**src/whbf_pkg.sv**
```systemverilog
// Package with the shared constants, types and hash helpers of the word hash bitmap filter.
package whbf_pkg;

  localparam int CMD_W    = 2;
  localparam int WORD_W   = 32;
  localparam int CNT_W    = 3;
  localparam int HASH_W   = 16;
  localparam int BUCKET_W = 13;

  localparam int TABLE_BITS_DEFAULT = 8191;
  localparam int QUEUE_DEPTH        = 2;

  localparam logic [WORD_W-1:0] HASH_SEED = 32'h811C_9DC5;
  localparam logic [WORD_W-1:0] HASH_MUL  = 32'h000A_D3E7;

  // Command codes carried on the input channel.
  localparam logic [CMD_W-1:0] CMD_QUERY  = 2'd0;
  localparam logic [CMD_W-1:0] CMD_INSERT = 2'd1;
  localparam logic [CMD_W-1:0] CMD_CLEAR  = 2'd2;

  // Work handed from the front end to the back end.
  typedef enum logic [1:0] {
    JOB_QUERY,
    JOB_INSERT,
    JOB_CLEAR
  } job_kind_t;

  typedef struct packed {
    job_kind_t         kind;
    logic [WORD_W-1:0] h_pre;
  } whbf_job_t;

  // Low 32 bits of a product with the hash multiplier.
  function automatic logic [WORD_W-1:0] hash_mul(input logic [WORD_W-1:0] a);
    logic [2*WORD_W-1:0] p;
    p = (2*WORD_W)'(a) * (2*WORD_W)'(HASH_MUL);
    return p[WORD_W-1:0];
  endfunction

endpackage

```
**src/whbf_queue.sv**
```systemverilog
// Short FIFO of jobs between the front end and the back end.
module whbf_queue
  import whbf_pkg::*;
(
  input  logic      clk,
  input  logic      rst,
  input  logic      push,
  input  whbf_job_t push_job,
  output logic      full,
  input  logic      pop,
  output whbf_job_t pop_job,
  output logic      empty
);

  localparam int PTR_W = (QUEUE_DEPTH > 1) ? $clog2(QUEUE_DEPTH) : 1;
  localparam int CNT_QW = $clog2(QUEUE_DEPTH + 1);

  whbf_job_t           slots [QUEUE_DEPTH];
  logic [PTR_W-1:0]    wptr;
  logic [PTR_W-1:0]    rptr;
  logic [CNT_QW-1:0]   count;

  assign full    = (count == CNT_QW'(QUEUE_DEPTH));
  assign empty   = (count == '0);
  assign pop_job = slots[rptr];

  always_ff @(posedge clk) begin
    if (push) begin
      slots[wptr] <= push_job;
    end
  end

  always_ff @(posedge clk) begin
    if (rst) begin
      wptr  <= '0;
      rptr  <= '0;
      count <= '0;
    end else begin
      if (push) begin
        wptr <= (wptr == PTR_W'(QUEUE_DEPTH - 1)) ? '0 : wptr + 1'b1;
      end
      if (pop) begin
        rptr <= (rptr == PTR_W'(QUEUE_DEPTH - 1)) ? '0 : rptr + 1'b1;
      end
      case ({push, pop})
        2'b10:   count <= count + 1'b1;
        2'b01:   count <= count - 1'b1;
        default: count <= count;
      endcase
    end
  end

endmodule

```
**config.mk**
```make
export PLATFORM = sky130hd
export DESIGN_NAME = whbf_queue
export DESIGN_NICKNAME = d
export VERILOG_FILES = /design/src/whbf_pkg.sv /design/src/whbf_queue.sv
export SDC_FILE = /design/constraint.sdc
export NUM_CORES = 1
export LEC_CHECK = 0
export ABC_CLOCK_PERIOD_IN_PS = 7300
export BUFFER_PORTS_ARGS = -buffer_cell sky130_fd_sc_hd__buf_2
export CORE_AREA = 8 8 82 84
export DETAILED_ROUTE_END_ITERATION = 8
export DIE_AREA = 0 0 90 92
export PLACE_DENSITY_LB_ADDON = 0.05
export SLEW_MARGIN = 20
export SYNTH_ARGS = -nofsm -noshare
export SYNTH_HDL_FRONTEND = slang
export SYNTH_SLANG_ARGS = --single-unit
export TNS_END_PERCENT = 50
```
**constraint.sdc**
```tcl
create_clock -name clk -period 7.3 [get_ports clk]
set_clock_uncertainty 0.1 [all_clocks]
set_input_delay 0.73 -clock clk [delete_from_list [all_inputs] [get_ports clk]]
set_output_delay 0.73 -clock clk [all_outputs]
set_load 0.03 [all_outputs]
```
==> flow_summary.yaml, run 1 <==
run_status:
  status: "complete, no violations"
pwr:
  leakage_nw: 1.23
  power_per_cell_area_nw_per_um2: 271
  ir_drop_v: 0.000165
worst_setup_path:
  required_ns: 6.47
  r2r_slack_ns: 5.47
  r2r-end: "slots[1][16]"
  cp-end-kind: "output port"
  cp_max_fo: 18
  cp.arrival_ns: 2.06
  worstSetupStartpointType: "flip-flop"
  r2r_cells: 2
  crit_type: "flip-flop to output port"
  worstReg2RegStart: "wptr"
sta:
  fmax_ghz: 0.346
  fin_setup_tns_ns: 0
  drv_slew: 0
  finalHoldViolCount: 0
  min_period_ns: 2.89
  relSlewSlack_pct: 34.0
  finalCritPeriodShare_pct: 39.6
  setup_viol: 0
  whs_ns: 0.438
  tightest_slew_ns: 0.988
  grt_setup_unrepaired: "no"
floorplan:
  io_pins: 74
  start_util_pct: 49.0
  die_w_um: 90
  dieArea_um2: 8280
  fp.dieH_um: 92
  coreArea_um2: 5410
  std_cell_rows: 27
placement:
  io_buffers: 73
  dp.cells: 271
  routabilityCongestion: 0.683
  dp_hpwl_mm: 3.41
finish:
  regArea_um2: 2140
  antenna_cells: 0
  area_delta_synth_final_pct: 23.0
  nNetsFinal: 249
  finish.cell_count_without_fillers: 286
  final.fill_count: 450
  multi_input_area_um2: 492
  drive_above_1_share_pct: 57.5
  final_util_pct: 60.3
synth:
  yosysSeqAreaShare_pct: 80.8
  ys_warn_count: 0
  syn_nets: 167
  avgSynthCellArea_um2: 20.7
  ys_ff_latch: 73
  synth_cells: 128
  synthDistinctLibCells: 14
  synth_area_um2: 2650
clocking:
  ctsHoldBuffers: 0
  clockBufferDepth: 2
  cts_made_buffers: 9
  cts_resized: 0
  cts_setup_buffers: 0
  clock-sinks: 73
  clock_latency_ns: 0.33
  cts_tree: "yes"
  clk_pin_slew_ns: 0.07
  root_buffer: "clkbuf_8"
  cts.htree.levels: 3
global_route:
  antenna_found_initial: 0
  grt_pass1_wl_mm: 7.73
  overflow: 0
  grt_use_total_pct: 12.2
  first_global_vias: 1567
  grt_start_max_net_pins: 35
drt:
  via_per_inst: 4.85
  drtIter0Drc: 84
  highest_layer: "met4"
  wl_met2_mm: 2.41
  drc: 0
  wl_per_cell_um: 17.0
  wl_met1_mm: 2.05
  drtAntennaViolNets: 0
  vias: 1386
  drtPass1Iterations: 4
  wl_met3_um: 312
  routed_wl_mm: 4.85
min_path:
  holdPathStages: 2
  min_to: "rptr"
  hold_class: "flip-flop to flip-flop"
  worstHoldStart: "rptr"
job:
  maxCapViolCount: 0
synthesized netlist by cell type:
library cell | instances | area [um2]
and2_1 | 1 | 6.26
xnor2_1 | 3 | 26.3
inv_1 | 1 | 3.75
and2b_2 | 1 | 8.76
or3_1 | 1 | 6.26
mux2_2 | 34 | 383
buf_2 | 4 | 20.0
nor2_1 | 6 | 22.5
a21oi_1 | 1 | 5.00
ha_1 | 1 | 12.5
o21ai_0 | 1 | 5.00
dfxtp_1 | 5 | 100
xor2_1 | 1 | 8.76
edfxtp_1 | 68 | 2040
placed cells by master, fill, tap and decap left out, types with 2 or more instances in the layout:
master,netlist,routed
clkbuf_8,0,9
edfxtp_1,68,68
clkinv_2,0,2
dfxtp_1,5,5
clkbuf_1,0,2
xnor2_1,3,3
nor2_1,6,5
buf_2,4,73
buf_4,0,2
mux2_2,34,34
area by class of cell:
class                   count  area share (%)
flip-flops and latches     73            65.7
clock buffers              11            4.03
multi-input cells          50            15.1
clock inverters             4           0.652
repair buffers             75            11.7
well taps                  72            2.76
inverters                   1           0.115
power breakdown:
| part | total, mW | internal (mW) | switching (mW) |
|---|---|---|---|
| combinational | 0.134 | 0.0486 | 0.0856 |
| sequential | 0.498 | 0.487 | 0.0107 |
| clock | 0.252 | 0.119 | 0.133 |
| total | 0.884 | 0.655 | 0.229 |
flip-flops by register name, indices dropped and copies added (netlist names), named ones only:
name	cells
count	2
rptr	1
slots	68
wptr	1
cells by family (layout without fill, tap and decap cells):
group                      after synthesis  count (layout)  synth area share [%]
AOI/OAI and AO/OA                        2               2                 0.377
xor gates and xnor gates                 4               4                  1.32
adders and majority gates                1               1                 0.472
buffers and inverters                    5              91                 0.897
DFF                                     73              73                  80.8
muxes                                   34              34                  14.4
and+or+nand+nor                          9               9                  1.65
per-layer routing:
| layer | GRT usage [%] | vias to the layer above |
|---|---|---|
| met5 | 0 | - |
| met4 | 7.49 | 0 |
| met3 | 4.40 | 8 |
| met2 | 20.7 | 49 |
| met1 | 13.0 | 673 |
| li1 | - | 656 |
critical path, cell delays in order (launching register included):
cell,delay [ns]
dfxtp_1,0.78
buf_4,0.38
mux2_2,0.38
buf_2,0.18
through the flow:
step	worst slack [ns]	total power, mW	cell area, um2
3_5_place_dp	4.73	0.644	3110
4_1_cts	4.36	0.895	3260
3_3_place_gp	4.74	0.639	3110
2_1_floorplan	4.56	0.597	2650
6_report	4.41	0.884	3260
5_1_grt	4.27	0.921	3260
how the worst max path moves through the flow:
stage / to / slack, ns / depth (start not counted)
after CTS: pop_job[6] / 4.36 / 3
after detailed placement: pop_job[6] / 4.73 / 3
after floorplan: slots[0][0] / 4.56 / 2
after global placement: pop_job[14] / 4.74 / 3
final: pop_job[8] / 4.41 / 3
after global routing: pop_job[6] / 4.27 / 3
Power figures use the tool's default switching activity.
==> run 2: changes to the inputs <==
- ABC_CLOCK_PERIOD_IN_PS: 7300 -> 2800
- clock period: 7.3 -> 2.8 ns (I/O delays scaled with it)
==> flow_summary.yaml, run 2 (same netlist as run 1, synthesis figures left out) <==
min_path:
  holdPathStages: 1
  hold_class: "input port to flip-flop"
  min_to: "slots[0][25]"
  worstHoldStart: "push_job[25]"
job:
  maxCapViolCount: 0
placement:
  dp_hpwl_mm: 3.41
  dp.cells: 273
  io_buffers: 73
  routabilityCongestion: 0.676
clocking:
  clockBufferDepth: 2
  cts_setup_buffers: 0
  cts_tree: "yes"
  root_buffer: "clkbuf_8"
  clock-sinks: 73
  cts_made_buffers: 9
  cts_resized: 0
  cts.htree.levels: 3
  ctsHoldBuffers: 0
  clock_latency_ns: 0.33
  clk_pin_slew_ns: 0.07
finish:
  antenna_cells: 0
  final_cell_mix: "buf_2, edfxtp_1, mux2_2, clkbuf_8"
  mostFrequentLayoutCell: "buf_2"
  largest_reg_flops: 68
  top_register: "slots"
  finish.cell_count_without_fillers: 287
  top_regs: "slots (68), count (2)"
  drive_above_1_share_pct: 56.7
  final.fill_count: 452
  area_delta_synth_final_pct: 23.2
  nNetsFinal: 251
  final_util_pct: 60.4
run_status:
  status: "complete, no violations"
floorplan:
  coreArea_um2: 5410
  die_w_um: 90
  start_util_pct: 49.0
  io_pins: 74
  dieArea_um2: 8280
  fp.dieH_um: 92
  std_cell_rows: 27
pwr:
  total_power_mw: 2.27
  leakage_nw: 1.23
  ir_drop_v: 0.000365
  power_per_cell_area_nw_per_um2: 696
worst_setup_path:
  cp_max_fo: 13
  r2r_slack_ns: 1.24
  required_ns: 2.42
  cp-end-kind: "output port"
  worstReg2RegStart: "wptr"
  cp.arrival_ns: 1.84
  worstSetupStartpointType: "flip-flop"
  crit_type: "flip-flop to output port"
  r2r-end: "slots[0][16]"
  r2r_cells: 2
drt:
  wl_per_cell_um: 16.7
  drc: 0
  drtAntennaViolNets: 0
  routed_wl_mm: 4.79
  drtPass1Iterations: 4
  drtIter0Drc: 65
  vias: 1370
  via_per_inst: 4.77
sta:
  finalCritPeriodShare_pct: 79.3
  tightest_slew_ns: 0.526
  fin_setup_tns_ns: 0
  fmax_ghz: 0.450
  min_period_ns: 2.22
  drv_slew: 0
  grt_setup_unrepaired: "no"
  setup_viol: 0
  finalHoldViolCount: 0
  relSlewSlack_pct: 64.9
global_route:
  grt_start_max_net_pins: 35
  grt_pass1_wl_mm: 7.61
  grt_use_total_pct: 12.0
  first_global_vias: 1550
  overflow: 0
  antenna_found_initial: 0
-- run 2: cell count changes in the layout (fill, tap and decap cells not counted) --
| cell | delta |
|---|---|
| buf_4 | +2 |
| clkinv_2 | -2 |
| clkbuf_1 | +1 |
| clkinv_1 | +1 |
| clkinvlp_4 | -1 |
-- run 2: worst max-delay path by stage --
stage               from     endpoint  cells after the start
2_1_floorplan       push  slots[0][0]                      2
3_3_place_gp   flip-flop  pop_job[26]                      3
3_5_place_dp   flip-flop  pop_job[26]                      3
4_1_cts        flip-flop  pop_job[26]                      3
5_1_grt        flip-flop  pop_job[26]                      3
6_report       flip-flop  pop_job[26]                      3
-- run 2: power breakdown --
group	internal (mW)	total [mW]	switching, mW	leakage (nW)
Sequential	1.27	1.30	0.0259	0.680
Combinational	0.130	0.354	0.224	0.483
Clock	0.307	0.624	0.317	0.0714
Total	1.71	2.27	0.567	1.23
-- run 2: metrics by stage --
stage	hold WS, ns	instance area [um2]	setup WS [ns]
after detailed placement	0.372	3120	0.919
final	0.0414	3270	0.580
after CTS	0.0259	3270	0.540
after global routing	0.0207	3270	0.468
after floorplan	0.249	2650	0.506
after global placement	0.367	3120	0.971
-- run 2: critical path, cell delays in order (launching register included) --
cell and delay, ns:
dfxtp_1 0.65, buf_4 0.32, mux2_2 0.37, buf_2 0.18
-- run 2: cell type report --
type / count / area [um2] / area share (%)
flip-flops and latches: 73 / 2140 / 65.6
multi-input cells: 50 / 492 / 15.1
repair buffers: 77 / 395 / 12.1
clock buffers: 12 / 135 / 4.14
well taps: 72 / 90.1 / 2.76
clock inverters: 2 / 7.51 / 0.230
inverters: 1 / 3.75 / 0.115
-- run 2: layer usage --
layer	up-vias	global-route usage [%]	part of all wire, %
met4	0	7.07	1.9
met2	45	20.4	51
met1	659	12.0	40
met5	-	0	0
li1	657	-	-
met3	9	5.38	7.4
==> run 3: changes to the inputs <==
- ABC_AREA: default -> 1
- ABC_CLOCK_PERIOD_IN_PS: 2800 -> 2100
- CORE_AREA: 8 8 82 84 -> 8 8 85 87
- DIE_AREA: 0 0 90 92 -> 0 0 93 95
- clock period: 2.8 -> 2.1 ns (I/O delays scaled with it)
==> flow_summary.yaml, run 3 <==
min_path:
  worstHoldStart: "pop"
  min_to: "rptr"
  holdPathStages: 3
  hold_class: "input port to flip-flop"
clocking:
  clock_latency_ns: 0.33
  clockBufferDepth: 2
  cts_made_buffers: 9
  cts.htree.levels: 3
  clock-sinks: 73
  cts_tree: "yes"
  root_buffer: "clkbuf_8"
  clk_pin_slew_ns: 0.07
finish:
  largest_reg_flops: 68
  drive_above_1_share_pct: 46.8
  final_cell_mix: "buf_2, edfxtp_1, dlygate4sd3_1, mux2_4"
  area_delta_synth_final_pct: 33.2
  nNetsFinal: 297
  top_regs: "slots (68), count (2)"
  final_util_pct: 64.9
  top_register: "slots"
  mostFrequentLayoutCell: "buf_2"
  final_cell_area_um2: 3770
  antenna_cells: 0
worst_setup_path:
  crit_family: "buffers and inverters"
  crit_buf_inv: 2
  cp-end-kind: "output port"
  r2r-end: "slots[0][26]"
  r2r_cells: 2
  worstSetupStartpointType: "flip-flop"
  worstReg2RegStart: "wptr"
  cpMaxStageDelayCell: "mux2_2"
  slowest_delay_ns: 0.36
  cp_max_fo: 34
  cp.arrival_ns: 1.47
  required_ns: 1.79
  r2r_slack_ns: 0.76
  crit_type: "flip-flop to output port"
  crit_chain: "buf_12 -> mux2_2 -> buf_2"
drt:
  via_per_inst: 4.61
  wl_per_cell_um: 15.3
  wl_met3_um: 365
  drtAntennaViolNets: 0
  drtIter0Drc: 53
  vias: 1557
  routed_wl_mm: 5.19
  wl_met1_mm: 1.99
  drtPass1Iterations: 4
  highest_layer: "met4"
  drc: 0
  wl_met2_mm: 2.80
pwr:
  p_clk_share_pct: 27.9
  leakage_nw: 1.54
  ir_drop_v: 0.000505
  comb_power_share_pct: 17.5
  power_per_cell_area_nw_per_um2: 828
  p_seq_share_pct: 54.6
  power_switching_uw: 772
  swShare_pct: 24.7
  p_int_mw: 2.35
sta:
  fin_setup_tns_ns: 0
  drv_slew: 0
  finalCritPeriodShare_pct: 85.0
  setup_viol: 0
  worst_slack_ns: 0.315
  tightest_slew_ns: 0.461
  fmax_ghz: 0.560
  relSlewSlack_pct: 69.3
  min_period_ns: 1.78
  finalHoldViolCount: 0
  grt_setup_unrepaired: "no"
  whs_ns: 0.0550
global_route:
  grt_start_max_net_pins: 35
  overflow: 0
  grt_pass1_wl_mm: 8.14
  first_global_vias: 1732
  grt_use_total_pct: 12.2
  antenna_found_initial: 0
synth:
  synth_top_area_share_pct: 72.1
  synth_area_leaders: "edfxtp_1, mux2_4, dfxtp_1"
  ys_warn_count: 0
  avgSynthCellArea_um2: 20.4
  syn_nets: 178
  async_flop_share_pct: 0
  ys_ff_latch: 73
  synth_flop_cell: "edfxtp_1"
  yosysMostFrequentCell: "edfxtp_1"
  synth_top_area_cell: "edfxtp_1"
  synth_area_um2: 2830
  synth_edf_count: 68
  synth_cells: 139
  synthTopCellsByCount: "edfxtp_1, mux2_4, nor2_1"
  synthDistinctLibCells: 15
  yosysSeqAreaShare_pct: 75.6
placement:
  dp_hpwl_mm: 3.38
  dp_slack_ns: 0.659
  io_buffers: 73
  place_area_um2: 3270
  routabilityCongestion: 0.657
floorplan:
  coreArea_um2: 5820
  die_w_um: 93
  start_util_pct: 48.7
  dieArea_um2: 8840
  std_cell_rows: 28
  fp.dieH_um: 95
  io_pins: 74
job:
  maxCapViolCount: 0
run_status:
  status: "complete, no violations"
## run 3: tightest hold or removal path, delay by kind of cell
| kind | cells | cell delay [ns] |
|---|---|---|
| buf+inv | 1 | 0.10 |
| xor+xnor | 1 | 0.07 |
| simple gates | 1 | 0.07 |
## run 3: routing by layer
| metal | GRT usage, % | vias to the layer above |
|---|---|---|
| met5 | 0 | - |
| met4 | 5.64 | 0 |
| met3 | 5.63 | 4 |
| met2 | 21.6 | 53 |
| met1 | 12.0 | 742 |
| li1 | - | 758 |
## run 3: power by group through the flow
stage | logic [mW] | registers, mW | clock network (mW)
2_1_floorplan | 0.380 | 1.73 | 0
3_3_place_gp | 0.493 | 1.73 | 0
3_5_place_dp | 0.504 | 1.74 | 0
4_1_cts | 0.556 | 1.71 | 0.906
5_1_grt | 0.583 | 1.71 | 0.959
6_report | 0.547 | 1.71 | 0.872
## run 3: cells by family after synthesis
family	synth area share (%)
multiplexers	17.5
AND/OR/NAND/NOR	2.38
XOR/XNOR	0.309
flip-flops	75.6
AO/OA/AOI/OAI	0.353
adder cells (fa/ha/maj)	0.441
buffers and inverters	3.44
## run 3: worst max-delay path by stage
stage          startpoint          end  slack (ns)  depth (start not counted)
6_report        flip-flop  pop_job[21]        0.32                          3
4_1_cts         flip-flop  pop_job[16]        0.28                          3
2_1_floorplan        wptr  slots[0][0]        0.37                          1
3_5_place_dp    flip-flop  pop_job[16]        0.66                          3
5_1_grt         flip-flop  pop_job[23]        0.24                          3
3_3_place_gp    flip-flop  pop_job[23]        0.67                          3
## run 3: final cells by class
cell class | count | area (um2)
clock buffers | 15 | 146
clock inverters | 1 | 5.00
fillers | 449 | 2040
inverters | 7 | 26.3
multi-input cells | 55 | 602
flip-flops and latches | 73 | 2140
well taps | 75 | 93.8
repair buffers | 112 | 758
## run 3: timing repair
action / 4_1_cts / 5_1_grt
hold buffers: 35 / 0
resized for setup: 0 / 0
setup buffers: 0 / 0
endpoints found under the setup margin: 0 / 0
endpoints found under the hold margin: 71 / 0
## run 3: through the flow
stage,std cells,power [mW]
after floorplan,139,2.11
after global placement,287,2.22
after detailed placement,287,2.24
after CTS,338,3.17
after global routing,338,3.25
final,338,3.12
