### config.mk
export PLATFORM = sky130hd
export DESIGN_NAME = whbf_front_flat
export DESIGN_NICKNAME = d
export VERILOG_FILES = /design/src/whbf_pkg.sv /design/src/whbf_if.sv /design/src/whbf_front.sv /design/src/flat_wrapper.sv
export SDC_FILE = /design/constraint.sdc
export NUM_CORES = 1
export LEC_CHECK = 0
export BUFFER_PORTS_ARGS = -buffer_cell sky130_fd_sc_hd__buf_2
export CORE_ASPECT_RATIO = 0.9
export CORE_MARGIN = 3
export CORE_UTILIZATION = 55
export CTS_BUF_LIST = sky130_fd_sc_hd__clkbuf_2 sky130_fd_sc_hd__clkbuf_4 sky130_fd_sc_hd__clkbuf_8
export CTS_CLUSTER_DIAMETER = 150
export CTS_CLUSTER_SIZE = 30
export DETAILED_ROUTE_END_ITERATION = 7
export GPL_ROUTABILITY_DRIVEN = 0
export GPL_TIMING_DRIVEN = 0
export PLACE_DENSITY = 0.73
export REMOVE_ABC_BUFFERS = 1
export SLEW_MARGIN = 20
export SYNTH_ARGS = -nofsm -noshare
export SYNTH_HDL_FRONTEND = slang
export SYNTH_SLANG_ARGS = --single-unit
### constraint.sdc
create_clock -name clk -period 15.6 [get_ports clk]
set_input_delay 2.34 -clock clk [delete_from_list [all_inputs] [get_ports clk]]
set_output_delay 2.34 -clock clk [all_outputs]
set_load 0.02 [all_outputs]
### src/whbf_pkg.sv
// Package with the shared constants, types and hash helpers of the word hash bitmap filter.
package whbf_pkg;

  localparam int CMD_W    = 2;
  localparam int WORD_W   = 32;
  localparam int CNT_W    = 3;
  localparam int HASH_W   = 16;
  localparam int BUCKET_W = 13;

  localparam int TABLE_BITS_DEFAULT = 8191;
  localparam int QUEUE_DEPTH        = 2;

  localparam logic [WORD_W-1:0] HASH_SEED = 32'h811C_9DC5;
  localparam logic [WORD_W-1:0] HASH_MUL  = 32'h000A_D3E7;

  // Command codes carried on the input channel.
  localparam logic [CMD_W-1:0] CMD_QUERY  = 2'd0;
  localparam logic [CMD_W-1:0] CMD_INSERT = 2'd1;
  localparam logic [CMD_W-1:0] CMD_CLEAR  = 2'd2;

  // Work handed from the front end to the back end.
  typedef enum logic [1:0] {
    JOB_QUERY,
    JOB_INSERT,
    JOB_CLEAR
  } job_kind_t;

  typedef struct packed {
    job_kind_t         kind;
    logic [WORD_W-1:0] h_pre;
  } whbf_job_t;

  // Low 32 bits of a product with the hash multiplier.
  function automatic logic [WORD_W-1:0] hash_mul(input logic [WORD_W-1:0] a);
    logic [2*WORD_W-1:0] p;
    p = (2*WORD_W)'(a) * (2*WORD_W)'(HASH_MUL);
    return p[WORD_W-1:0];
  endfunction

endpackage

### src/whbf_if.sv
// Valid/ready channel interfaces for key words and for results.
interface whbf_in_if
  import whbf_pkg::*;
  ();
  logic              valid;
  logic              ready;
  logic [CMD_W-1:0]  cmd;
  logic [WORD_W-1:0] word;
  logic [CNT_W-1:0]  byte_count;
  logic              last;

  modport source (output valid, cmd, word, byte_count, last, input ready);
  modport sink   (input valid, cmd, word, byte_count, last, output ready);
endinterface


### src/whbf_front.sv
// Front end: takes key words, keeps the running hash and queues one job per finished key or clear.
module whbf_front
  import whbf_pkg::*;
(
  input  logic       clk,
  input  logic       rst,
  whbf_in_if.sink    words,
  input  logic       accept_en,
  input  logic       q_full,
  output logic       q_push,
  output whbf_job_t  q_job
);

  logic [WORD_W-1:0] running_hash;
  logic [WORD_W-1:0] held_word;
  logic              have_held;

  logic              accept;
  logic              is_key_cmd;
  logic              full_word;
  logic [WORD_W-1:0] tail_mask;
  logic [WORD_W-1:0] pair_key;
  logic [WORD_W-1:0] pair_val;
  logic [WORD_W-1:0] tail_val;

  assign words.ready = accept_en && !q_full;
  assign accept      = words.valid && words.ready;
  assign is_key_cmd  = (words.cmd == CMD_QUERY) || (words.cmd == CMD_INSERT);
  assign full_word   = (words.byte_count >= 3'd4);

  always_comb begin
    case (words.byte_count)
      3'd0:    tail_mask = 32'h0000_0000;
      3'd1:    tail_mask = 32'h0000_00FF;
      3'd2:    tail_mask = 32'h0000_FFFF;
      3'd3:    tail_mask = 32'h00FF_FFFF;
      default: tail_mask = 32'hFFFF_FFFF;
    endcase
  end

  // The one multiplier of the front end serves both mid-key pairs and a final full pair.
  assign pair_key = {held_word[WORD_W-6:0], held_word[WORD_W-1:WORD_W-5]} ^ words.word;
  assign pair_val = hash_mul(running_hash ^ pair_key);
  assign tail_val = running_hash ^ (have_held ? held_word : '0) ^ (words.word & tail_mask);

  assign q_push = accept && ((words.cmd == CMD_CLEAR) || (is_key_cmd && words.last));

  always_comb begin
    case (words.cmd)
      CMD_CLEAR:  q_job.kind = JOB_CLEAR;
      CMD_INSERT: q_job.kind = JOB_INSERT;
      default:    q_job.kind = JOB_QUERY;
    endcase
    q_job.h_pre = (have_held && full_word) ? pair_val : tail_val;
  end

  always_ff @(posedge clk) begin
    if (rst) begin
      running_hash <= HASH_SEED;
      held_word    <= '0;
      have_held    <= 1'b0;
    end else if (accept) begin
      case (words.cmd)
        CMD_QUERY, CMD_INSERT: begin
          if (words.last) begin
            running_hash <= HASH_SEED;
            held_word    <= '0;
            have_held    <= 1'b0;
          end else if (have_held) begin
            running_hash <= pair_val;
            held_word    <= '0;
            have_held    <= 1'b0;
          end else begin
            held_word <= words.word;
            have_held <= 1'b1;
          end
        end
        CMD_CLEAR: begin
          running_hash <= HASH_SEED;
          held_word    <= '0;
          have_held    <= 1'b0;
        end
        default: begin
          running_hash <= running_hash;
        end
      endcase
    end
  end

endmodule

### src/flat_wrapper.sv
// flat-port wrapper written by rule: the top's interface ports become plain ports
module whbf_front_flat import whbf_pkg::*;
  (clk, rst, accept_en, q_full, q_push, q_job, words_valid, words_cmd, words_word, words_byte_count, words_last, words_ready);
  whbf_in_if words_i ();
  input  logic clk;
  input  logic rst;
  input  logic accept_en;
  input  logic q_full;
  output logic q_push;
  output whbf_job_t q_job;
  input wire logic [$bits(words_i.valid)-1:0] words_valid;
  input wire logic [$bits(words_i.cmd)-1:0] words_cmd;
  input wire logic [$bits(words_i.word)-1:0] words_word;
  input wire logic [$bits(words_i.byte_count)-1:0] words_byte_count;
  input wire logic [$bits(words_i.last)-1:0] words_last;
  output wire logic [$bits(words_i.ready)-1:0] words_ready;
  assign words_i.valid = words_valid;
  assign words_i.cmd = words_cmd;
  assign words_i.word = words_word;
  assign words_i.byte_count = words_byte_count;
  assign words_i.last = words_last;
  assign words_ready = words_i.ready;
  whbf_front u_core (.clk(clk), .rst(rst), .words(words_i), .accept_en(accept_en), .q_full(q_full), .q_push(q_push), .q_job(q_job));
endmodule
==> results of run 1 <==
## cell families after synthesis
logic type	after synthesis
buffers and inverters	221
and+or+nand+nor	260
xor gates and xnor gates	173
adders and majority gates	351
muxes	2
DFF	65
AOI/OAI and AO/OA	219
## flip-flops by register name (all words and copies together), names as in the netlist
name / count
u_core.held_word: 32
u_core.running_hash: 32
u_core.have_held: 1
## metal layers
metal / part of all wire / up-vias
met2: 0.45 / 442
met3: 0.085 / 86
met1: 0.42 / 4720
li1: - / 4363
met4: 0.046 / 2
met5: 0.00021 / -
## path summary, 6_finish.rpt
check,start,end,slack [ps]
setup / recovery,words_word[7],q_job[23],3220
hold / removal,u_core.running_hash[1],u_core.running_hash[1],510
setup reg to reg,u_core.running_hash[7],u_core.running_hash[23],7780
hold reg to reg,u_core.running_hash[1],u_core.running_hash[1],510
## worst max-delay path: stages
cell and delay [ps]:
sky130_fd_sc_hd__buf_2 120, sky130_fd_sc_hd__xor2_1 170, sky130_fd_sc_hd__xnor2_1 890, sky130_fd_sc_hd__xnor2_1 330
sky130_fd_sc_hd__ha_1 290, sky130_fd_sc_hd__or2_2 310, sky130_fd_sc_hd__ha_1 320, sky130_fd_sc_hd__fa_1 530
sky130_fd_sc_hd__fa_1 450, sky130_fd_sc_hd__fa_1 580, sky130_fd_sc_hd__fa_1 440, sky130_fd_sc_hd__fa_1 480
sky130_fd_sc_hd__ha_1 440, sky130_fd_sc_hd__and3_4 230, sky130_fd_sc_hd__a221o_1 320, sky130_fd_sc_hd__a41oi_2 230
sky130_fd_sc_hd__o211ai_1 180, sky130_fd_sc_hd__a31oi_1 300, sky130_fd_sc_hd__and4b_1 230, sky130_fd_sc_hd__a211oi_1 430
sky130_fd_sc_hd__o21ai_0 180, sky130_fd_sc_hd__buf_2 230
## placed cells by master (no fill, tap or decap), types with 5 or more instances in the layout
master | Yosys | layout
sky130_fd_sc_hd__nand3b_1 | 6 | 6
sky130_fd_sc_hd__o211ai_1 | 8 | 8
sky130_fd_sc_hd__fa_1 | 204 | 204
sky130_fd_sc_hd__a31oi_1 | 7 | 7
sky130_fd_sc_hd__nand2b_1 | 9 | 9
sky130_fd_sc_hd__xor2_1 | 36 | 36
sky130_fd_sc_hd__clkbuf_8 | 0 | 9
sky130_fd_sc_hd__a21o_1 | 16 | 16
sky130_fd_sc_hd__a22oi_1 | 42 | 42
sky130_fd_sc_hd__nand3_1 | 11 | 10
sky130_fd_sc_hd__or3_1 | 5 | 5
sky130_fd_sc_hd__xnor2_2 | 0 | 17
sky130_fd_sc_hd__dfxtp_1 | 65 | 64
sky130_fd_sc_hd__nor3_1 | 17 | 16
sky130_fd_sc_hd__nand2_1 | 86 | 86
sky130_fd_sc_hd__o22ai_1 | 6 | 6
sky130_fd_sc_hd__buf_2 | 2 | 77
sky130_fd_sc_hd__or2_2 | 12 | 12
sky130_fd_sc_hd__o21ai_0 | 43 | 43
sky130_fd_sc_hd__a21oi_1 | 47 | 47
sky130_fd_sc_hd__buf_6 | 2 | 12
sky130_fd_sc_hd__o21a_1 | 7 | 7
sky130_fd_sc_hd__nor2b_1 | 7 | 7
sky130_fd_sc_hd__xnor2_1 | 135 | 118
sky130_fd_sc_hd__inv_1 | 181 | 181
sky130_fd_sc_hd__nor2_1 | 88 | 86
sky130_fd_sc_hd__ha_1 | 147 | 147
## layout make-up
| class | instances | share of cell area |
|---|---|---|
| repair buffers | 95 | 0.0442 |
| flip-flops and latches | 65 | 0.0963 |
| clock buffers | 10 | 0.00971 |
| well taps | 291 | 0.0269 |
| multi-input cells | 1005 | 0.763 |
| clock inverters | 6 | 0.00962 |
| inverters | 181 | 0.0502 |
## per-stage QoR
step	hold WS [ps]	area [sq um]	cells
final	512	13500	1653
after global routing	556	13500	1653
after CTS	510	13500	1653
after detailed placement	501	13300	1637
after global placement	484	12900	1620
after floorplan	462	12200	1251
==> impl_metrics.prom, run 1 <==
# TYPE chip_impl_metric gauge
chip_impl_metric{name="h-tree-depth",unit=""} 3
chip_impl_metric{name="post-route-util",unit=""} 0.620
chip_impl_metric{name="antenna-diode-count",unit=""} 0
chip_impl_metric{name="clk_pin_slew_worst_setup_hold_paths",unit="ps"} 70
chip_impl_metric{name="finalNetCount",unit=""} 1751
chip_impl_metric{name="worstPathRequired",unit="ps"} 13260
chip_impl_info{name="synth.largest_area_cell",value="sky130_fd_sc_hd__fa_1"} 1
chip_impl_metric{name="clk_latency",unit="ps"} 360
chip_impl_metric{name="post_synth.cell_area_avg",unit="sq um"} 9.55
chip_impl_metric{name="post_cts_resize_count",unit=""} 0
chip_impl_metric{name="die_w",unit="microns"} 164
chip_impl_metric{name="max_freq",unit="MHz"} 80.8
chip_impl_info{name="synth.area.top_cells",value="sky130_fd_sc_hd__fa_1 (33%), sky130_fd_sc_hd__ha_1 (15%), sky130_fd_sc_hd__dfxtp_1 (11%)"} 1
chip_impl_metric{name="drt-pass1-iter-count",unit=""} 6
chip_impl_metric{name="routed_wirelength",unit="microns"} 34000
chip_impl_metric{name="via_count_of_the_first_global_routing_pass",unit=""} 10100
chip_impl_metric{name="skew",unit="ps"} 9.59
chip_impl_info{name="root_buffer",value="sky130_fd_sc_hd__clkbuf_8"} 1
chip_impl_metric{name="synth_adder_area_share",unit=""} 0.480
chip_impl_metric{name="floorplan.rows",unit=""} 51
chip_impl_metric{name="seq_area",unit="sq um"} 1300
chip_impl_metric{name="initialDrtViolationCount",unit=""} 937
chip_impl_metric{name="postCtsSetupRepairBufs",unit=""} 0
chip_impl_metric{name="critical_path_arrival",unit="ps"} 10040
chip_impl_metric{name="hold-path-cell-count",unit=""} 2
chip_impl_info{name="status",value="finished clean"} 1
chip_impl_metric{name="design.core.area",unit="sq um"} 21800
chip_impl_metric{name="syn_inst",unit=""} 1291
chip_impl_metric{name="ff2ff_path_depth",unit=""} 20
chip_impl_metric{name="area_growth",unit="%"} 9.70
chip_impl_metric{name="tritoncts_num_sinks",unit=""} 65
chip_impl_metric{name="seq_area_frac_synth",unit=""} 0.105
chip_impl_metric{name="warning_count_from_the_yosys_run",unit=""} 0
chip_impl_info{name="path_category_of_the_worst_min_delay_check",value="reg2reg"} 1
chip_impl_metric{name="fraction_of_the_mapped_netlist_area_in_compound_gates",unit=""} 0.122
chip_impl_metric{name="report.final.hold_viol_count",unit=""} 0
chip_impl_info{name="combinational_family_with_the_most_area_after_synthesis",value="adder cells"} 1
chip_impl_info{name="synth_common_cells",value="sky130_fd_sc_hd__fa_1 (204), sky130_fd_sc_hd__inv_1 (181), sky130_fd_sc_hd__ha_1 (147)"} 1
chip_impl_metric{name="die-height",unit="microns"} 148
chip_impl_metric{name="netlist.area_leader.share",unit=""} 0.331
chip_impl_metric{name="groute.usage.overall",unit=""} 0.294
chip_impl_metric{name="avgViaCountPerCell",unit=""} 5.82
chip_impl_metric{name="vias",unit=""} 9613
chip_impl_metric{name="multi_input_comb_area",unit="sq um"} 10300
chip_impl_metric{name="synth-seq-cells",unit=""} 65
chip_impl_metric{name="setup_slack",unit="ps"} 3220
chip_impl_metric{name="antenna_found_initial",unit=""} 1
chip_impl_metric{name="place_hpwl",unit="microns"} 28000
chip_impl_metric{name="setup_viol",unit=""} 0
chip_impl_metric{name="slew_headroom",unit=""} 0.245
chip_impl_metric{name="share_of_synthesized_area_spent_on_multiplexers",unit=""} 0.00162
chip_impl_metric{name="grt_pass1_wl",unit="microns"} 54600
chip_impl_metric{name="post_route_drc",unit=""} 0
chip_impl_metric{name="sum_of_overflow_across_all_layers_after_global_routing",unit=""} 0
chip_impl_metric{name="tightest_slew",unit="ps"} 1120
chip_impl_metric{name="layout.filler_cells",unit=""} 1816
chip_impl_metric{name="maximum_number_of_pins_on_one_net_before_global_route_repair",unit=""} 75
chip_impl_metric{name="grt.met1_usage",unit=""} 0.419
chip_impl_metric{name="crit_path_max_fanout",unit=""} 9
chip_impl_metric{name="drtAntennaViolNets",unit=""} 0
chip_impl_metric{name="final_period_minus_worst_setup_slack",unit="ps"} 12380
chip_impl_metric{name="setup_tns",unit="ps"} 0
chip_impl_metric{name="total_cts_buffers",unit=""} 9
chip_impl_metric{name="synthDistinctLibCells",unit=""} 71
chip_impl_metric{name="grt_util_met2",unit=""} 0.450
chip_impl_metric{name="synth_enable_flop_cells",unit=""} 0
chip_impl_metric{name="boundaryPins",unit=""} 79
chip_impl_metric{name="floorplan.initialDensity",unit=""} 0.565
chip_impl_info{name="busiest_layer_in_global_routing",value="met2"} 1
chip_impl_metric{name="count_of_buffers_inserted_at_the_top_level_ports",unit=""} 78
chip_impl_metric{name="post_synthesis_simple_gate_area_fraction",unit=""} 0.0965
chip_impl_info{name="timing.setup.critical_path_class",value="in2out"} 1
chip_impl_info{name="grt_setup_unrepaired",value="false"} 1
chip_impl_info{name="timing.critical_path.to_type",value="primary output"} 1
chip_impl_metric{name="met3_usage",unit=""} 0.0496
chip_impl_metric{name="syn_area",unit="sq um"} 12300
chip_impl_metric{name="dp_slack",unit="ps"} 3360
chip_impl_metric{name="postSynth.asyncResetShare",unit=""} 0
chip_impl_info{name="synthFlopType",value="sky130_fd_sc_hd__dfxtp_1"} 1
chip_impl_info{name="cts_tree",value="done"} 1
chip_impl_metric{name="maxCapViolations",unit=""} 0
chip_impl_metric{name="finalMaxSlewViolations",unit=""} 0
chip_impl_info{name="yosys.cell_count.top_type",value="sky130_fd_sc_hd__fa_1"} 1
chip_impl_info{name="setup.worst_path.start_class",value="input pin"} 1
chip_impl_metric{name="wl_per_cell",unit="microns"} 20.6
chip_impl_metric{name="layout-drive-gt1-share",unit=""} 0.117
chip_impl_metric{name="final.period_utilization",unit=""} 0.794
chip_impl_metric{name="dieArea",unit="sq um"} 24300
chip_impl_metric{name="post_synth_xor_area_fraction",unit=""} 0.125
chip_impl_metric{name="cts_max_path_buffers",unit=""} 2
chip_impl_metric{name="cts_hold_buf",unit=""} 0
Power of run 1 is left out: the tool's default activity adds up to more than one toggle a clock period on the data nets, which glitch-free logic cannot reach.
==> run 2, diff against run 1 <==
ABC_AREA = 1   (was unset)
clock period = 12.9 ns   (was 15.6 ns; I/O delays follow)
==> run 2 against run 1 <==
  * First-iteration DRC count is 2.7% lower
  * Critical path depth is 4 higher
  * Utilization is 1.3 points lower
  * Flip-flop and latch count stayed put
  * Final area is 2.5% higher
  * Non-clock buffer count is 12 lower
  * Routed wire length is 6.5% higher
  * Synthesized area is 5.0% higher
  * Die area is 4.8% higher
  * Sequential share of layout area is 0.23 points lower
  * Cell count is 18% higher
  * Synthesized cell count is 22% higher
  * Largest cell class unchanged
==> impl_metrics.prom, run 2 <==
# TYPE chip_impl_metric gauge
chip_impl_info{name="status",value="finished clean"} 1
chip_impl_info{name="layout.cells.most_common",value="sky130_fd_sc_hd__nand2_1"} 1
chip_impl_metric{name="count_of_buffers_inserted_at_the_top_level_ports",unit=""} 78
chip_impl_metric{name="via_count_of_the_first_global_routing_pass",unit=""} 10900
chip_impl_metric{name="seq_area_frac_synth",unit=""} 0.101
chip_impl_metric{name="synth_enable_flop_cells",unit=""} 0
chip_impl_metric{name="cts_max_path_buffers",unit=""} 2
chip_impl_metric{name="setup_tns",unit="ps"} 0
chip_impl_info{name="synth.largest_area_cell",value="sky130_fd_sc_hd__fa_1"} 1
chip_impl_metric{name="groute.usage.overall",unit=""} 0.295
chip_impl_info{name="timing.setup.critical_path_class",value="in2out"} 1
chip_impl_metric{name="fraction_of_the_mapped_netlist_area_in_compound_gates",unit=""} 0.0864
chip_impl_metric{name="final_period_minus_worst_setup_slack",unit="ps"} 11450
chip_impl_metric{name="skew",unit="ps"} 7.81
chip_impl_metric{name="die-height",unit="microns"} 152
chip_impl_metric{name="syn_inst",unit=""} 1581
chip_impl_metric{name="maximum_number_of_pins_on_one_net_before_global_route_repair",unit=""} 59
chip_impl_metric{name="design.core.area",unit="sq um"} 22800
chip_impl_metric{name="cts_hold_buf",unit=""} 0
chip_impl_metric{name="antenna_found_initial",unit=""} 0
chip_impl_metric{name="slew_headroom",unit=""} 0.280
chip_impl_info{name="timing.hold.worst.start",value="u_core.running_hash[28]"} 1
chip_impl_info{name="reg2reg_from",value="u_core.held_word[1]"} 1
chip_impl_metric{name="layout-drive-gt1-share",unit=""} 0.0995
chip_impl_info{name="path_category_of_the_worst_min_delay_check",value="reg2reg"} 1
chip_impl_metric{name="syn_area",unit="sq um"} 12900
chip_impl_info{name="setup.worst_path.start",value="words_word[6]"} 1
chip_impl_metric{name="post_synth.cell_area_avg",unit="sq um"} 8.19
chip_impl_metric{name="grt_pass1_wl",unit="microns"} 58100
chip_impl_metric{name="h-tree-depth",unit=""} 3
chip_impl_info{name="yosys.cell_count.top_type",value="sky130_fd_sc_hd__nand2_1"} 1
chip_impl_metric{name="vias",unit=""} 10800
chip_impl_info{name="synth.area.top_cells",value="sky130_fd_sc_hd__fa_1 (32%), sky130_fd_sc_hd__ha_1 (14%), sky130_fd_sc_hd__dfxtp_1 (10%)"} 1
chip_impl_metric{name="post_synthesis_simple_gate_area_fraction",unit=""} 0.166
chip_impl_metric{name="initialDrtViolationCount",unit=""} 912
chip_impl_info{name="root_buffer",value="sky130_fd_sc_hd__clkbuf_8"} 1
chip_impl_metric{name="antenna-diode-count",unit=""} 0
chip_impl_metric{name="dieArea",unit="sq um"} 25400
chip_impl_metric{name="place_hpwl",unit="microns"} 29900
chip_impl_metric{name="warning_count_from_the_yosys_run",unit=""} 0
chip_impl_metric{name="synthDistinctLibCells",unit=""} 50
chip_impl_metric{name="final.period_utilization",unit=""} 0.887
chip_impl_metric{name="clk_pin_slew_worst_setup_hold_paths",unit="ps"} 70
chip_impl_info{name="synth_common_cells",value="sky130_fd_sc_hd__nand2_1 (344), sky130_fd_sc_hd__inv_1 (265), sky130_fd_sc_hd__fa_1 (204)"} 1
chip_impl_metric{name="total_cts_buffers",unit=""} 9
chip_impl_info{name="crit_path_top_delay_cell",value="sky130_fd_sc_hd__xor2_2"} 1
chip_impl_metric{name="report.final.hold_viol_count",unit=""} 0
chip_impl_info{name="setup.worst_path.start_class",value="input pin"} 1
chip_impl_metric{name="synth-seq-cells",unit=""} 65
chip_impl_info{name="layout.cells.most_common_list",value="sky130_fd_sc_hd__nand2_1 (344), sky130_fd_sc_hd__inv_1 (265), sky130_fd_sc_hd__fa_1 (204), sky130_fd_sc_hd__ha_1 (147), sky130_fd_sc_hd__a21oi_1 (94)"} 1
chip_impl_metric{name="area_growth",unit="%"} 7.12
chip_impl_metric{name="maxCapViolations",unit=""} 0
chip_impl_metric{name="postSynth.asyncResetShare",unit=""} 0
chip_impl_metric{name="sum_of_overflow_across_all_layers_after_global_routing",unit=""} 0
chip_impl_metric{name="max_freq",unit="MHz"} 87.4
chip_impl_metric{name="share_of_synthesized_area_spent_on_multiplexers",unit=""} 0
chip_impl_metric{name="wl_per_cell",unit="microns"} 18.6
chip_impl_metric{name="max_stage_delay",unit="ps"} 760
chip_impl_metric{name="post_route_drc",unit=""} 0
chip_impl_info{name="grt_setup_unrepaired",value="false"} 1
chip_impl_metric{name="worstPathRequired",unit="ps"} 10970
chip_impl_metric{name="tightest_slew",unit="ps"} 1080
chip_impl_metric{name="critical_path_arrival",unit="ps"} 9510
chip_impl_metric{name="boundaryPins",unit=""} 79
chip_impl_metric{name="crit_path_max_fanout",unit=""} 10
chip_impl_info{name="cts_tree",value="done"} 1
chip_impl_metric{name="setup_viol",unit=""} 0
chip_impl_metric{name="routed_wirelength",unit="microns"} 36200
chip_impl_metric{name="netlist.area_leader.share",unit=""} 0.315
chip_impl_metric{name="post_synth_xor_area_fraction",unit=""} 0.0972
chip_impl_info{name="crit_path_frequent_cell",value="sky130_fd_sc_hd__fa_1"} 1
chip_impl_metric{name="drt-pass1-iter-count",unit=""} 8
chip_impl_metric{name="die_w",unit="microns"} 168
chip_impl_info{name="timing.critical_path.to_type",value="primary output"} 1
chip_impl_metric{name="dp_slack",unit="ps"} 1590
chip_impl_metric{name="final.hold.worst_slack",unit="ps"} 477
chip_impl_metric{name="setup_slack",unit="ps"} 1450
chip_impl_metric{name="tritoncts_num_sinks",unit=""} 65
chip_impl_metric{name="finalNetCount",unit=""} 2040
chip_impl_info{name="combinational_family_with_the_most_area_after_synthesis",value="adder cells"} 1
chip_impl_metric{name="synth_adder_area_share",unit=""} 0.458
chip_impl_metric{name="postCtsSetupRepairBufs",unit=""} 0
chip_impl_info{name="synthFlopType",value="sky130_fd_sc_hd__dfxtp_1"} 1
chip_impl_info{name="layout_top_registers",value="u_core.held_word x32, u_core.running_hash x32, u_core.have_held x1"} 1
chip_impl_metric{name="avgViaCountPerCell",unit=""} 5.55
chip_impl_metric{name="drtAntennaViolNets",unit=""} 0
chip_impl_metric{name="floorplan.rows",unit=""} 52
chip_impl_metric{name="post_cts_resize_count",unit=""} 0
chip_impl_metric{name="finalMaxSlewViolations",unit=""} 0
chip_impl_metric{name="floorplan.initialDensity",unit=""} 0.567
chip_impl_metric{name="clk_latency",unit="ps"} 360
==> run 2: cell families (layout without fill, tap and decap cells) <==
kind of cell / Yosys count / count (layout)
adder cells (fa/ha/maj): 351 / 351
buffers and inverters: 313 / 381
XOR/XNOR: 142 / 142
flip-flops: 65 / 65
AND/OR/NAND/NOR: 513 / 513
AO/OA/AOI/OAI: 197 / 197
==> run 2: layer usage <==
metal | vias up | global-route usage | wire length [microns]
li1 | 5041 | - | -
met1 | 5254 | 0.416 | 16100
met2 | 429 | 0.477 | 16300
met3 | 72 | 0.0470 | 2750
met4 | 0 | 0.0855 | 1020
met5 | - | 0 | 0
==> run 2: through the flow <==
step	util	cell area (sq um)	instances
finish	0.607	13900	1946
global route	0.607	13900	1946
CTS	0.605	13800	1944
detailed placement	0.598	13700	1930
global placement	0.595	13600	1927
floorplan	-	12800	1552
==> run 2: final timing paths <==
path                                   to  slack [ps]  cells after the start
setup / recovery                q_job[24]        1450                     26
hold / removal    u_core.running_hash[28]         480                      2
setup reg to reg  u_core.running_hash[24]        5280                     24
hold reg to reg   u_core.running_hash[28]         480                      2
==> run 2: final cells by class <==
| class | count | area [sq um] |
|---|---|---|
| clock buffers | 11 | 151 |
| clock inverters | 3 | 17.5 |
| fillers | 2006 | 8970 |
| inverters | 284 | 1070 |
| multi-input cells | 1203 | 10500 |
| flip-flops and latches | 65 | 1300 |
| well taps | 297 | 372 |
| repair buffers | 83 | 480 |
==> run 2: worst max-delay path, delay by kind of cell <==
family | cells | cell delay, ps
adders and majority gates | 8 | 3480
AOI/OAI and AO/OA | 2 | 250
and+or+nand+nor | 9 | 1730
buffers and inverters | 4 | 740
xor gates and xnor gates | 3 | 1360
Power of run 2 is left out for the same reason.
